<file path="src/rtl/core/jos_pkg.sv">
// ----------------------------------------------------------------------------
// jos_pkg
// Shared widths, defaults and controller/datapath interface types for the
// Josephus elimination order block.
// ----------------------------------------------------------------------------
package jos_pkg;

	localparam int MAX_MEMBERS_DEF = 64;
	localparam int SIZE_FIELD_W    = 7;
	localparam int STEP_FIELD_W    = 16;
	localparam int POS_FIELD_W     = 7;

	// controller -> datapath
	typedef struct packed {
		logic start;      // load a new request
		logic mod_start;  // launch step % alive
		logic load_need;  // capture reduced step
		logic scan_step;  // examine one slot
		logic emit;       // remove victim, load result register
	} jos_cmd_t;

	// datapath -> controller
	typedef struct packed {
		logic size_zero;
		logic mod_done;
		logic scan_done;
		logic last_round;
		logic out_free;
	} jos_stat_t;

endpackage

</file>
<file path="src/rtl/core/jos_mod_unit.sv">
// ----------------------------------------------------------------------------
// jos_mod_unit
// Iterative restoring remainder: one dividend bit per cycle; done is high for a
// single cycle, registered on the same edge that loads the final remainder.
// ----------------------------------------------------------------------------
module jos_mod_unit
	import jos_pkg::*;
#(
	parameter int DIV_W = 7
) (
	input  logic                    clk,
	input  logic                    arst_n,
	input  logic                    start,
	input  logic [STEP_FIELD_W-1:0] dividend,
	input  logic [DIV_W-1:0]        divisor,
	output logic                    done,
	output logic [DIV_W-1:0]        remainder
);

	localparam int CNT_W = $clog2(STEP_FIELD_W + 1);

	logic [CNT_W-1:0]        cnt_q;
	logic                    done_q;
	logic [STEP_FIELD_W-1:0] quo_q;
	logic [DIV_W-1:0]        rem_q;

	logic [DIV_W:0]   trial;
	logic [DIV_W:0]   dsr_ext;
	logic [DIV_W:0]   diff;
	logic [DIV_W-1:0] rem_next;

	always_comb begin
		trial    = {rem_q, quo_q[STEP_FIELD_W-1]};
		dsr_ext  = {1'b0, divisor};
		diff     = trial - dsr_ext;
		rem_next = (trial >= dsr_ext) ? diff[DIV_W-1:0] : trial[DIV_W-1:0];
	end

	always_ff @(posedge clk or negedge arst_n) begin
		if (!arst_n) begin
			cnt_q  <= '0;
			done_q <= 1'b0;
		end else begin
			done_q <= 1'b0;
			if (start) begin
				cnt_q <= CNT_W'(STEP_FIELD_W);
			end else if (cnt_q != '0) begin
				cnt_q  <= cnt_q - CNT_W'(1);
				done_q <= (cnt_q == CNT_W'(1));
			end
		end
	end

	always_ff @(posedge clk) begin
		if (start) begin
			quo_q <= dividend;
			rem_q <= '0;
		end else if (cnt_q != '0) begin
			quo_q <= {quo_q[STEP_FIELD_W-2:0], 1'b0};
			rem_q <= rem_next;
		end
	end

	assign done      = done_q;
	assign remainder = rem_q;

	a_rem_below_divisor: assert property (@(posedge clk) disable iff (!arst_n)
		done_q |-> (rem_q < divisor))
		else $error("remainder not below divisor");

endmodule

</file>
<file path="src/rtl/core/jos_datapath.sv">
// ----------------------------------------------------------------------------
// jos_datapath
// Request registers, removed map, circular scan, reduced step and the
// result register.
// ----------------------------------------------------------------------------
module jos_datapath
	import jos_pkg::*;
#(
	parameter int MAX_MEMBERS = MAX_MEMBERS_DEF
) (
	input  logic                    clk,
	input  logic                    arst_n,
	input  jos_cmd_t                cmd,
	output jos_stat_t               stat,
	input  logic [SIZE_FIELD_W-1:0] circle_size,
	input  logic [STEP_FIELD_W-1:0] step_count,
	output logic                    out_valid,
	input  logic                    out_ready,
	output logic [POS_FIELD_W-1:0]  eliminated_position,
	output logic                    last_of_run
);

	localparam int SW = $clog2(MAX_MEMBERS + 1);
	localparam int PW = (MAX_MEMBERS > 1) ? $clog2(MAX_MEMBERS) : 1;

	logic [SW-1:0]           size_q;
	logic [SW-1:0]           alive_q;
	logic [STEP_FIELD_W-1:0] step_q;
	logic [PW-1:0]           scan_q;
	logic [SW-1:0]           steps_q;
	logic [SW-1:0]           need_q;
	logic [PW-1:0]           victim_q;
	logic [MAX_MEMBERS-1:0]  removed_q;
	logic                    out_valid_q;
	logic [POS_FIELD_W-1:0]  out_pos_q;
	logic                    out_last_q;

	logic [SW-1:0] size_sat;
	logic          mod_done;
	logic [SW-1:0] mod_rem;
	logic          hit;
	logic [SW-1:0] steps_inc;
	logic          wrap;
	logic          out_free;

	always_comb begin
		size_sat  = (circle_size > SIZE_FIELD_W'(MAX_MEMBERS)) ? SW'(MAX_MEMBERS)
			: circle_size[SW-1:0];
		hit       = !removed_q[scan_q];
		steps_inc = steps_q + SW'(1);
		wrap      = (SW'(scan_q) == (size_q - SW'(1)));
		out_free  = !out_valid_q || out_ready;
	end

	jos_mod_unit #(
		.DIV_W(SW)
	) u_mod (
		.clk      (clk),
		.arst_n   (arst_n),
		.start    (cmd.mod_start),
		.dividend (step_q),
		.divisor  (alive_q),
		.done     (mod_done),
		.remainder(mod_rem)
	);

	always_ff @(posedge clk or negedge arst_n) begin
		if (!arst_n) begin
			removed_q   <= '0;
			scan_q      <= '0;
			alive_q     <= '0;
			out_valid_q <= 1'b0;
		end else begin
			if (cmd.start) begin
				removed_q <= '0;
				scan_q    <= '0;
				alive_q   <= size_sat;
			end else if (cmd.scan_step) begin
				scan_q <= wrap ? '0 : scan_q + PW'(1);
			end else if (cmd.emit) begin
				removed_q[victim_q] <= 1'b1;
				alive_q             <= alive_q - SW'(1);
			end
			if (cmd.emit)
				out_valid_q <= 1'b1;
			else if (out_ready)
				out_valid_q <= 1'b0;
		end
	end

	always_ff @(posedge clk) begin
		if (cmd.start) begin
			size_q <= size_sat;
			step_q <= step_count;
		end
		if (cmd.load_need) begin
			need_q  <= (mod_rem == '0) ? alive_q : mod_rem;
			steps_q <= '0;
		end else if (cmd.scan_step && hit) begin
			steps_q  <= steps_inc;
			victim_q <= scan_q;
		end
		if (cmd.emit) begin
			out_pos_q  <= POS_FIELD_W'(victim_q) + POS_FIELD_W'(1);
			out_last_q <= (alive_q == SW'(1));
		end
	end

	always_comb begin
		stat.size_zero  = (circle_size == '0);
		stat.mod_done   = mod_done;
		stat.scan_done  = hit && (steps_inc == need_q);
		stat.last_round = (alive_q == SW'(1));
		stat.out_free   = out_free;
	end

	assign out_valid           = out_valid_q;
	assign eliminated_position = out_pos_q;
	assign last_of_run         = out_last_q;

	a_scan_in_circle: assert property (@(posedge clk) disable iff (!arst_n)
		cmd.scan_step |-> (SW'(scan_q) < size_q))
		else $error("scan outside circle");

	a_victim_alive: assert property (@(posedge clk) disable iff (!arst_n)
		cmd.emit |-> !removed_q[victim_q])
		else $error("victim already removed");

	a_emit_into_free: assert property (@(posedge clk) disable iff (!arst_n)
		cmd.emit |-> out_free)
		else $error("result register overwritten");

	a_run_empties_circle: assert property (@(posedge clk) disable iff (!arst_n)
		(cmd.emit && stat.last_round) |=> (alive_q == '0))
		else $error("circle not empty after last beat");

endmodule

</file>
<file path="src/rtl/core/jos_ctrl.sv">
// ----------------------------------------------------------------------------
// jos_ctrl
// Round sequencer: reduce step, scan to victim, emit result.
// ----------------------------------------------------------------------------
module jos_ctrl
	import jos_pkg::*;
(
	input  logic      clk,
	input  logic      arst_n,
	input  logic      in_valid,
	output logic      in_ready,
	output jos_cmd_t  cmd,
	input  jos_stat_t stat
);

	localparam logic [2:0] ST_IDLE = 3'd0;
	localparam logic [2:0] ST_MODS = 3'd1;
	localparam logic [2:0] ST_MODW = 3'd2;
	localparam logic [2:0] ST_SCAN = 3'd3;
	localparam logic [2:0] ST_EMIT = 3'd4;

	logic [2:0] state_q;
	logic [2:0] state_d;

	always_comb begin
		state_d       = state_q;
		cmd           = '0;
		in_ready      = 1'b0;
		case (state_q)
			ST_IDLE: begin
				in_ready = 1'b1;
				if (in_valid && !stat.size_zero) begin
					cmd.start = 1'b1;
					state_d   = ST_MODS;
				end
			end
			ST_MODS: begin
				cmd.mod_start = 1'b1;
				state_d       = ST_MODW;
			end
			ST_MODW: begin
				if (stat.mod_done) begin
					cmd.load_need = 1'b1;
					state_d       = ST_SCAN;
				end
			end
			ST_SCAN: begin
				cmd.scan_step = 1'b1;
				if (stat.scan_done)
					state_d = ST_EMIT;
			end
			ST_EMIT: begin
				if (stat.out_free) begin
					cmd.emit = 1'b1;
					state_d  = stat.last_round ? ST_IDLE : ST_MODS;
				end
			end
			default: begin
				state_d = ST_IDLE;
			end
		endcase
	end

	always_ff @(posedge clk or negedge arst_n) begin
		if (!arst_n)
			state_q <= ST_IDLE;
		else
			state_q <= state_d;
	end

endmodule

</file>
<file path="src/rtl/core/josephus_elimination_order.sv">
// ----------------------------------------------------------------------------
// josephus_elimination_order
// Emits the Josephus elimination order of one request as a run of 1-based
// positions, the final beat flagged by last_of_run.
//
//   channel  handshake             payload
//   in       in_valid / in_ready   circle_size, step_count
//   out      out_valid / out_ready eliminated_position, last_of_run
//
// Each round first reduces step % alive in the bit-serial remainder unit,
// then scans s slots, one per cycle (s <= circle size).
// in_ready is high only between requests; a size of zero is taken and dropped.
// Reset clears the removed map, the scan and the sequencer; no clearing pass.
// The result register lets a round proceed while its predecessor waits; a
// stalled out channel holds the sequencer at the next emit.
// ----------------------------------------------------------------------------
module josephus_elimination_order
	import jos_pkg::*;
#(
	parameter int MAX_MEMBERS = MAX_MEMBERS_DEF
) (
	input  logic                    clk,
	input  logic                    arst_n,
	input  logic                    in_valid,
	output logic                    in_ready,
	input  logic [SIZE_FIELD_W-1:0] circle_size,
	input  logic [STEP_FIELD_W-1:0] step_count,
	output logic                    out_valid,
	input  logic                    out_ready,
	output logic [POS_FIELD_W-1:0]  eliminated_position,
	output logic                    last_of_run
);

	jos_cmd_t  cmd;
	jos_stat_t stat;

	jos_ctrl u_ctrl (
		.clk     (clk),
		.arst_n  (arst_n),
		.in_valid(in_valid),
		.in_ready(in_ready),
		.cmd     (cmd),
		.stat    (stat)
	);

	jos_datapath #(
		.MAX_MEMBERS(MAX_MEMBERS)
	) u_dp (
		.clk                (clk),
		.arst_n             (arst_n),
		.cmd                (cmd),
		.stat               (stat),
		.circle_size        (circle_size),
		.step_count         (step_count),
		.out_valid          (out_valid),
		.out_ready          (out_ready),
		.eliminated_position(eliminated_position),
		.last_of_run        (last_of_run)
	);

endmodule

</file>
<file path="config.mk">
export PLATFORM = sky130hd
export DESIGN_NAME = josephus_elimination_order
export DESIGN_NICKNAME = d
export VERILOG_FILES = /design/src/rtl/core/jos_pkg.sv /design/src/rtl/core/jos_mod_unit.sv /design/src/rtl/core/jos_datapath.sv /design/src/rtl/core/jos_ctrl.sv /design/src/rtl/core/josephus_elimination_order.sv
export SDC_FILE = /design/constraint.sdc
export NUM_CORES = 1
export LEC_CHECK = 0
export ABC_AREA = 1
export BUFFER_PORTS_ARGS = -buffer_cell sky130_fd_sc_hd__buf_4
export CAP_MARGIN = 20
export CORE_ASPECT_RATIO = 2
export CORE_MARGIN = 1.5
export CORE_UTILIZATION = 55
export CTS_CLUSTER_DIAMETER = 150
export DETAILED_ROUTE_END_ITERATION = 7
export GPL_ROUTABILITY_DRIVEN = 0
export HOLD_SLACK_MARGIN = 0.08
export PLACE_DENSITY = 0.74
export SETUP_SLACK_MARGIN = 0.15
export SYNTH_ARGS = -nofsm -noshare
export SYNTH_HDL_FRONTEND = slang
export SYNTH_SLANG_ARGS = --single-unit
</file>
<file path="constraint.sdc">
create_clock -name clk -period 3.9 [get_ports clk]
set_clock_uncertainty 0.15 [all_clocks]
set_input_delay 0.39 -clock clk [delete_from_list [all_inputs] [get_ports clk]]
set_output_delay 0.39 -clock clk [all_outputs]
set_load 0.005 [all_outputs]
</file>
# Word-level counts from Yosys, hierarchy flattened
# Cells that the tools add are included.
# op_classes
mux	39
order_cmp	5
reduce_logical	19
bitwise	2
add_sub_neg	7
n_eq_ne	13
# ops
cell	count
2-to-1 mux 64 bit	3
OR 64 bit	1
2-to-1 mux 7 bit	6
2-to-1 mux 16 bit	2
2-to-1 mux 6 bit	3
2-to-1 mux 1 bit	16
one-hot mux 3 bit (5 select lines)	1
zero test 7 bit	2
< comparator 6 x 7 -> 1 bit (second input constant)	2
subtractor 7 x 1 -> 7 bit (second input constant)	2
2-to-1 mux 3 bit	4
2-to-1 mux 5 bit	2
>= comparator 8 x 7 -> 1 bit	1
nonzero test 2 bit	4
adder 6 x 1 -> 7 bit (second input constant)	1
adder 7 x 1 -> 7 bit (second input constant)	1
equality test 6 x 7 -> 1 bit	1
equality test 7 x 1 -> 1 bit (second input constant)	1
equality test 7 bit	1
greater-than comparator 7 bit (second input constant)	1
subtractor 7 bit	1
adder 6 x 1 -> 6 bit (second input constant)	1
binary-select mux 1 bit (select 6 bit)	1
demux 1 bit (select 6 bit)	1
other kinds (16)	26
# word_totals
register_bits	161
wordCells	101

# Logic depth before layout (Yosys ltp)
# Gate-level depths: netlist of run 1.
# logic_depth
ltp_word	8
mapped_depth	15
mapped_depth_nobuf	13

# Modules after synthesis
# Synthesis of run 1 repeated with hierarchy kept, for this count alone.
# hier_totals
cells_unflattened	967
area_unflattened_um2	8150.3
# by_module_without_submodules
mod	area_per_inst_um2	cells_per_inst	seq_area_each_um2	instances
jos_datapath	6212.2	709	3413.3	1
jos_mod_unit	1699.1	220	770.7	1
jos_ctrl	239.0	38	75.1	1

# Least setup slack after synthesis of run 1
# OpenSTA, ideal clock, no wires.
# synth_timing
path_kind	register to register
startpoint	register u_ctrl.state_q[1]
endpoint	register u_dp.size_q[0], enable pin
path_slack_ns	1.523
setup_ns	0.396
stages_incl_launch_ff	7
arrival_time_ns	1.830
path_cell_list	dfrtp_1 > nor2_1 > inv_2 > nor2_4 > nand2_2 > inv_2 > clkbuf_1
# synth_lines
element	line	rtl
start: declaration	jos_ctrl.sv:22	logic [2:0] state_q;
start signal: assignment	jos_ctrl.sv:68	state_q <= state_d;
end signal: assignment	jos_datapath.sv:93	size_q <= size_sat;
end: declaration	jos_datapath.sv:26	logic [SW-1:0] size_q;

# Worst setup path after layout of run 1
# layout_timing
startpoint	register u_dp.scan_q[0]
endpoint	register u_dp.victim_q[2], enable pin
# layout_via
elab_chain_len	5
# layout_lines
element	line	rtl
start: declaration	jos_datapath.sv:29	logic [PW-1:0] scan_q;
start signal: assignment	jos_datapath.sv:79	scan_q <= wrap ? '0 : scan_q + PW'(1);
binary-select mux 1 bit (select 6 bit)	jos_datapath.sv:49	hit = !removed_q[scan_q];
2-to-1 mux 1 bit (not written as such)	jos_datapath.sv:49	
zero test 1 bit	jos_datapath.sv:49	
logical AND 1 bit	jos_datapath.sv:99	end else if (cmd.scan_step && hit) begin
AND reduction 2 bit (no line)	n/a	
end signal: assignment	jos_datapath.sv:101	victim_q <= scan_q;
end: declaration	jos_datapath.sv:32	logic [PW-1:0] victim_q;
# Every way passes these cells. The select of a mux whose other input is x is not followed.
# A chain may end at the register's enable or synchronous reset.

==> out/qor.txt, run 1 <==
Post-Syn Instances = 926
Outcome = finished, final reports clean
R2r startpoint = u_dp.scan_q[0]$_DFFE_PN0P_
Post-DRT Antenna Nets = 0
Vias = 6436
P per Cell Area = 788 nW/um2
Mux contribution to synthesized area = 0%
Post-placement cell count = 1129
HP Start = out_ready
Worst-Skew Late Latency = 430 ps
Pwr Total = 7.22 mW
Syn avg cell area = 8.60 um2
Final setup margin = 1170 ps
Depth of the CTS H-tree = 4
Share of the synthesized area in the top cell type = 27.3%
Syn_nets = 970
Layout fillers = 1226
Die area = 15300 um2
Detailed-routed wire length on met3 = 702 um
Top_reg_cell synth = dfrtp_1
Reg power frac = 38.6%
Worst Hold End = u_dp.out_valid$_DFFE_PN0P_
Synthesized cell area = 7970 um2
Synth area leaders = dfrtp_1 27%, edfxtp_1 23%, nand2_1 11%, a21oi_1 6.0%, inv_1 4.6%
Vias in the first global route = 6465
Pins over their slew limit = 0
Worst hold path class = in -> reg
FF+latch count, synth = 161
Post-Synth Simple-Gate Area = 23.1%
Core area = 14300 um2
DRC viols = 0
TritonRoute pass-1 iters = 5
WL met2 = 10.4 mm
Ant diodes = 0
DP Worst Slack = 1180 ps
Most common cell in the netlist = nand2_1
Net Switching = 2.92 mW
Sink Count = 161
Unrepaired setup endpoints after global routing = no
Ports = 37
Max-cap violations = 0
Final setup TNS = 0 ps
CP Launch Type = register
Worst-margin pin slew = 963 ps
Final std cells w/o fill = 1182
FMAX = 366 MHz
Flop-to-flop setup slack = 1170 ps
Async set-or-reset flop fraction in the synthesized netlist = 54.0%
DP HPWL = 13.6 mm
Routed metal-1 wire length = 6.81 mm
VDD IR-drop max = 622 uV
CTS buffer count = 17
LEAKAGE = 4.26 nW
Post-synth top cells = 235 x nand2_1, 97 x inv_1, 97 x nor2_1
Grt ovf = 0
Post-layout util = 64.1%
Worst EP required = 3810 ps
Max Used Layer = met4
Clk pwr share = 23.0%
Switching share of total power = 40.5%
CP Capture Type = register
Std cell rows = 62
Mean routed wirelength per cell = 16.2 um
Count of cell types in the netlist = 41
Tmin final = 2730 ps
Number of synthesized flops with an enable pin = 60
Slew margin rel. = 35.3%
Int Power = 4.30 mW
CTS clk-pin slew, worst paths = 60 ps
Chip height = 173 um
Synth Area in Adders = 2.76%
XOR/XNOR Fraction of Synth Area = 3.30%
Clock Root Buffer = clkbuf_16
Port Buffers = 36
Critical Path AT = 2640 ps
Net count reported at finish = 1021
DR vias/cell = 5.45
Die Span X = 88.1 um
Fin crit share = 70.0%
Reg2Reg Capture Point = u_dp.victim_q[2]$_DFFE_PP_
CP max FO = 27
Largest family of logic cells by synthesized area = simple AND/OR/NAND/NOR gates
Initial antenna violation count = 0
TritonCTS clock tree = built
Clock Path Buffers = 2
Final Hold Viols = 0
Sequential share of the synthesized area = 53.5%
Compound-cell area share of the yosys netlist = 10.2%
Synthesis-to-layout area growth = 14.9%
Total GRT Usage = 26.9%
Initial DRC count = 424
Comb pwr share = 38.4%
Initial core utilization = 55.8%
R2R depth = 8
Critical path type = reg -> reg
Synth area leader = dfrtp_1
Hold path cells = 4
Largest net degree at the start of global routing = 88
Ys Warns = 0
Total wire length = 19.2 mm
Final setup vio count = 0
Layout cell share with drive strength beyond 1 = 10.0%
Global-route wire length before repair = 30.7 mm
[worst max-delay path by stage]
stage | from | to | slack [ps]
after floorplan | u_ctrl.state_q[1]$_DFFE_PN0P_ | u_dp.size_q[0]$_DFFE_PP_ | 1520
after global placement | u_dp.scan_q[0]$_DFFE_PN0P_ | u_dp.victim_q[0]$_DFFE_PP_ | 1220
after detailed placement | u_dp.scan_q[0]$_DFFE_PN0P_ | u_dp.victim_q[0]$_DFFE_PP_ | 1180
after CTS | u_dp.scan_q[0]$_DFFE_PN0P_ | u_dp.victim_q[0]$_DFFE_PP_ | 1170
after global routing | u_dp.scan_q[0]$_DFFE_PN0P_ | u_dp.victim_q[1]$_DFFE_PP_ | 900
final | u_dp.scan_q[0]$_DFFE_PN0P_ | u_dp.victim_q[2]$_DFFE_PP_ | 1170
[cell families after synthesis]
kind of cell | count (synthesis)
xor+xnor | 30
buf+inv | 135
flops | 161
compound gates | 154
fa+ha+maj | 17
simple gates | 429
[power groups by stage]
stage | Combinational [mW] | Sequential [mW] | Clock [mW]
2_1_floorplan | 2.25 | 2.59 | 0
3_3_place_gp | 2.65 | 2.79 | 0
3_5_place_dp | 2.72 | 2.80 | 0
4_1_cts | 2.75 | 2.77 | 1.68
5_1_grt | 3.11 | 2.85 | 1.74
6_report | 2.77 | 2.78 | 1.66
[cell usage in the layout (no fill, tap or decap), types with 2 or more instances in the layout]
cell type	Yosys	routed
nand2_2	2	2
nor2_1	97	97
edfxtp_1	60	60
o211ai_1	2	2
inv_4	2	2
dlygate4sd3_1	0	18
nand2_1	235	235
nor3_1	12	12
xor2_1	23	23
a21oi_1	95	95
dfxtp_1	14	14
buf_4	4	39
nand4_1	7	7
a31oi_1	2	2
inv_2	6	6
inv_1	97	97
o22ai_1	11	11
xnor2_1	7	7
nor3_2	2	2
clkbuf_16	0	17
nor4_1	2	2
nand3_1	55	55
clkinv_2	0	4
o21ai_0	35	35
ha_1	16	16
nor2_4	8	8
nor2_2	4	4
o21bai_1	2	2
dfrtp_1	87	87
clkbuf_1	14	5
clkinv_4	0	2
bufinv_16	0	3
nand3_2	2	2
o21ai_1	2	2
clkbuf_4	0	2
[worst max-delay path, cell delays in order (launching register included)]
cell and delay, ps:
dfrtp_1 780, inv_4 260, nand2_1 120, nand2_1 60, a21oi_1 120, nand3_1 140, nand3_1 120, nand3_2 110
a21oi_1 490
[layout make-up]
type / instances / area [um2] / share of cell area, %
well taps: 192 / 240 / 2.62
multi-input cells: 630 / 3140 / 34.3
repair buffers: 61 / 536 / 5.85
clock buffers: 22 / 444 / 4.85
inverters: 106 / 403 / 4.40
flip-flops and latches: 161 / 4260 / 46.5
clock inverters: 10 / 136 / 1.49
[sequential cells by signal, summed over array words and instances, names as in the netlist]
register	flops
u_dp.step_q	16
u_dp.out_valid	1
u_dp.removed_q	64
u_dp.u_mod.done	1
u_dp.victim_q	6
u_ctrl.state_q	3
u_dp.scan_q	6
u_dp.last_of_run	1
u_dp.need_q	7
u_dp.u_mod.remainder	7
u_dp.steps_q	7
u_dp.eliminated_position	7
u_dp.size_q	7
u_dp.u_mod.quo_q	16
u_dp.alive_q	7
u_dp.u_mod.cnt_q	5
[stage by stage]
step | instance area [um2] | hold slack (ps)
after floorplan | 7970 | -55.6
after global placement | 8350 | 322
after detailed placement | 8350 | 324
after CTS | 9110 | 105
after global routing | 9160 | 141
final | 9160 | 117
[routing by layer]
metal  vias to the layer above  global-route usage, %
li1                       3119                      -
met1                      3028                   27.2
met2                       211                   47.4
met3                        78                   4.95
met4                         0                   19.2
met5                         -                      0
[repair_timing]
action	4_1_cts	5_1_grt
hold buffers	18	0
gates resized for setup	0	0
buffers inserted	0	0
endpoints found under the hold margin	27	0
Power figures use the tool's default switching activity.
==> run 2, diff against run 1 <==
--- a/config.mk
+++ b/config.mk
@@ -5,7 +5,7 @@
 export SDC_FILE = /design/constraint.sdc
 export NUM_CORES = 1
 export LEC_CHECK = 0
-export ABC_AREA = 1
+export ABC_AREA = 0
 export BUFFER_PORTS_ARGS = -buffer_cell sky130_fd_sc_hd__buf_4
 export CAP_MARGIN = 20
 export CORE_ASPECT_RATIO = 2
==> constraint.sdc (replaced) <==
create_clock -name clk -period 2.78 [get_ports clk]
set_clock_uncertainty 0.15 [all_clocks]
set_input_delay 0.278 -clock clk [delete_from_list [all_inputs] [get_ports clk]]
set_output_delay 0.278 -clock clk [all_outputs]
set_load 0.005 [all_outputs]
==> out/qor.txt, run 2 <==
Share of the synthesized area in the top cell type = 28.3%
Grt ovf = 0
Crit-path max cell delay = 500 ps
Slew margin rel. = 49.3%
Max-cap violations = 0
Critical Path AT = 2740 ps
TritonCTS clock tree = built
Critical path type = reg -> reg
Final setup TNS = 0 ps
Std cell rows = 61
Synthesis-to-layout area growth = 18.2%
Fin crit share = 92.8%
FF+latch count, synth = 161
Global-route wire length before repair = 27.4 mm
Vias = 5669
Syn avg cell area = 10.7 um2
LEAKAGE = 4.03 nW
Final setup vio count = 0
Dpl cell area = 8200 um2
DP Worst Slack = -33.1 ps
Detailed-routed wire length on met3 = 841 um
Worst path cell trace = buf_4, mux4_2, a2111oi_1, o31ai_2, a21oi_4, buf_12, a21oi_1, a31o_1
Ys Warns = 0
Layout cell share with drive strength beyond 1 = 17.6%
Largest net degree at the start of global routing = 88
Top reg by flops = u_dp.removed_q
Core area = 13700 um2
Commonest cells after routing, fill and taps aside = 94 x nor2_1, 85 x dfrtp_1, 78 x nand2_1
Synth area leader = dfrtp_1
Sequential share of the synthesized area = 55.4%
Final Hold Viols = 0
Chip height = 170 um
Initial core utilization = 56.0%
Ports = 37
Most common cell in the netlist = nor2_1
Count of cell types in the netlist = 71
Number of synthesized flops with an enable pin = 60
Post-Syn Instances = 721
Worst EP required = 2940 ps
Clock Path Buffers = 2
CP Capture Type = register
Synth area leaders = dfrtp_1 28%, edfxtp_1 23%, a21oi_1 4.9%, nor2_1 4.8%, nand2_1 3.8%
Worst-Skew Late Latency = 420 ps
VDD IR-drop max = 584 uV
Depth of the CTS H-tree = 4
Pins over their slew limit = 0
Worst-margin pin slew = 758 ps
DR vias/cell = 5.91
Final instance area = 9080 um2
Initial DRC count = 464
Routed metal-1 wire length = 7.44 mm
Die area = 14700 um2
Total GRT Usage = 24.0%
Max stage delay cell, worst path = a2111oi_1
WHS = 99.7 ps
FMAX = 387 MHz
Synthesized cell area = 7690 um2
Post-synth top cells = 99 x nor2_1, 87 x dfrtp_1, 78 x nand2_1
Max FFs per register = 64
Initial antenna violation count = 0
Syn_nets = 765
Post-layout util = 66.1%
Regs by FF count = u_dp.removed_q x64, u_dp.step_q x16, u_dp.u_mod.quo_q x16
Worst Path Buf+Inv = 2
Final setup margin = 199 ps
DRC viols = 0
Post-DRT Antenna Nets = 0
Async set-or-reset flop fraction in the synthesized netlist = 54.0%
Sink Count = 161
Most common cell after layout, fill and taps aside = nor2_1
Outcome = finished, final reports clean
Register area = 4260 um2
Net count reported at finish = 834
CP max FO = 10
TritonRoute pass-1 iters = 5
CP Launch Type = register
P per Cell Area = 968 nW/um2
Top_reg_cell synth = dfrtp_1
Die Span X = 86.6 um
Total wire length = 17.0 mm
CTS clk-pin slew, worst paths = 60 ps
DP HPWL = 11.2 mm
Tmin final = 2580 ps
Clock Root Buffer = clkbuf_16
Max Used Layer = met4
Ant diodes = 0
Top delay family on crit path = compound AO/OA/AOI/OAI gates
Port Buffers = 36
Area of the multi-input gates = 3250 um2
Unrepaired setup endpoints after global routing = yes
WL met2 = 8.31 mm
Vias in the first global route = 5513
Layout fillers = 1005
Mean routed wirelength per cell = 17.7 um
Worst hold path class = in -> reg
CTS buffer count = 17
[run 2: routing by layer]
metal | vias up | global-route usage [%]
li1 | 2686 | -
met4 | 0 | 8.42
met5 | - | 0
met1 | 2771 | 33.9
met2 | 177 | 37.6
met3 | 35 | 3.83
[run 2: path summary, 6_finish.rpt]
kind                            slack (ps)                            from  cells after the start                             end
worst max-delay path                   200      u_dp.scan_q[0]$_DFFE_PN0P_                      8    u_dp.steps_q[6]$_SDFFE_PP0P_
worst min-delay path                   100                  circle_size[1]                      2        u_dp.size_q[1]$_DFFE_PP_
worst max register to register         200      u_dp.scan_q[0]$_DFFE_PN0P_                      8    u_dp.steps_q[6]$_SDFFE_PP0P_
worst min register to register         340  u_dp.removed_q[34]$_DFFE_PN0P_                      2  u_dp.removed_q[34]$_DFFE_PN0P_
max in group asynchronous             1790                          arst_n                      3      u_dp.scan_q[0]$_DFFE_PN0P_
min in group asynchronous              270                          arst_n                      3  u_dp.removed_q[15]$_DFFE_PN0P_
[run 2: logic make-up (layout without fill, tap and decap cells)]
logic type | Yosys count | count (layout) | share of synthesized area (%)
AND/OR/NAND/NOR | 263 | 263 | 15.9
flip-flops | 161 | 161 | 55.4
AO/OA/AOI/OAI | 154 | 154 | 12.3
buffers and inverters | 57 | 139 | 3.27
multiplexers | 35 | 35 | 6.35
XOR/XNOR | 34 | 34 | 3.87
adder cells (fa/ha/maj) | 17 | 17 | 2.86
[run 2: timing repair]
action | CTS | global route
resized for setup | 3 | 15
pin swaps | 1 | 3
cloned | 0 | 0
endpoints found under the setup margin | 12 | 56
setup buffers | 2 | 1
endpoints found under the hold margin | 111 | 0
hold buffers | 19 | 0
[run 2: through the flow]
| stage | total power, mW | std cells |
|---|---|---|
| after global routing | 9.29 | 960 |
| after CTS | 8.70 | 959 |
| after floorplan | 5.55 | 721 |
| final | 8.79 | 960 |
| after global placement | 6.17 | 906 |
| after detailed placement | 6.28 | 906 |
[run 2: report_power, final]
group          switching, mW  internal [mW]
sequential             0.541           3.00
clock                   1.02           1.29
combinational           1.58           1.36
total                   3.14           5.65
[run 2: final cells by class]
type | instances | share of cell area [%]
Clock buffer | 18 | 4.83
Clock inverter | 14 | 1.61
Inverter | 26 | 1.07
Multi-Input combinational cell | 503 | 35.8
Sequential cell | 161 | 46.9
Tap cell | 157 | 2.16
Timing Repair Buffer | 81 | 7.63
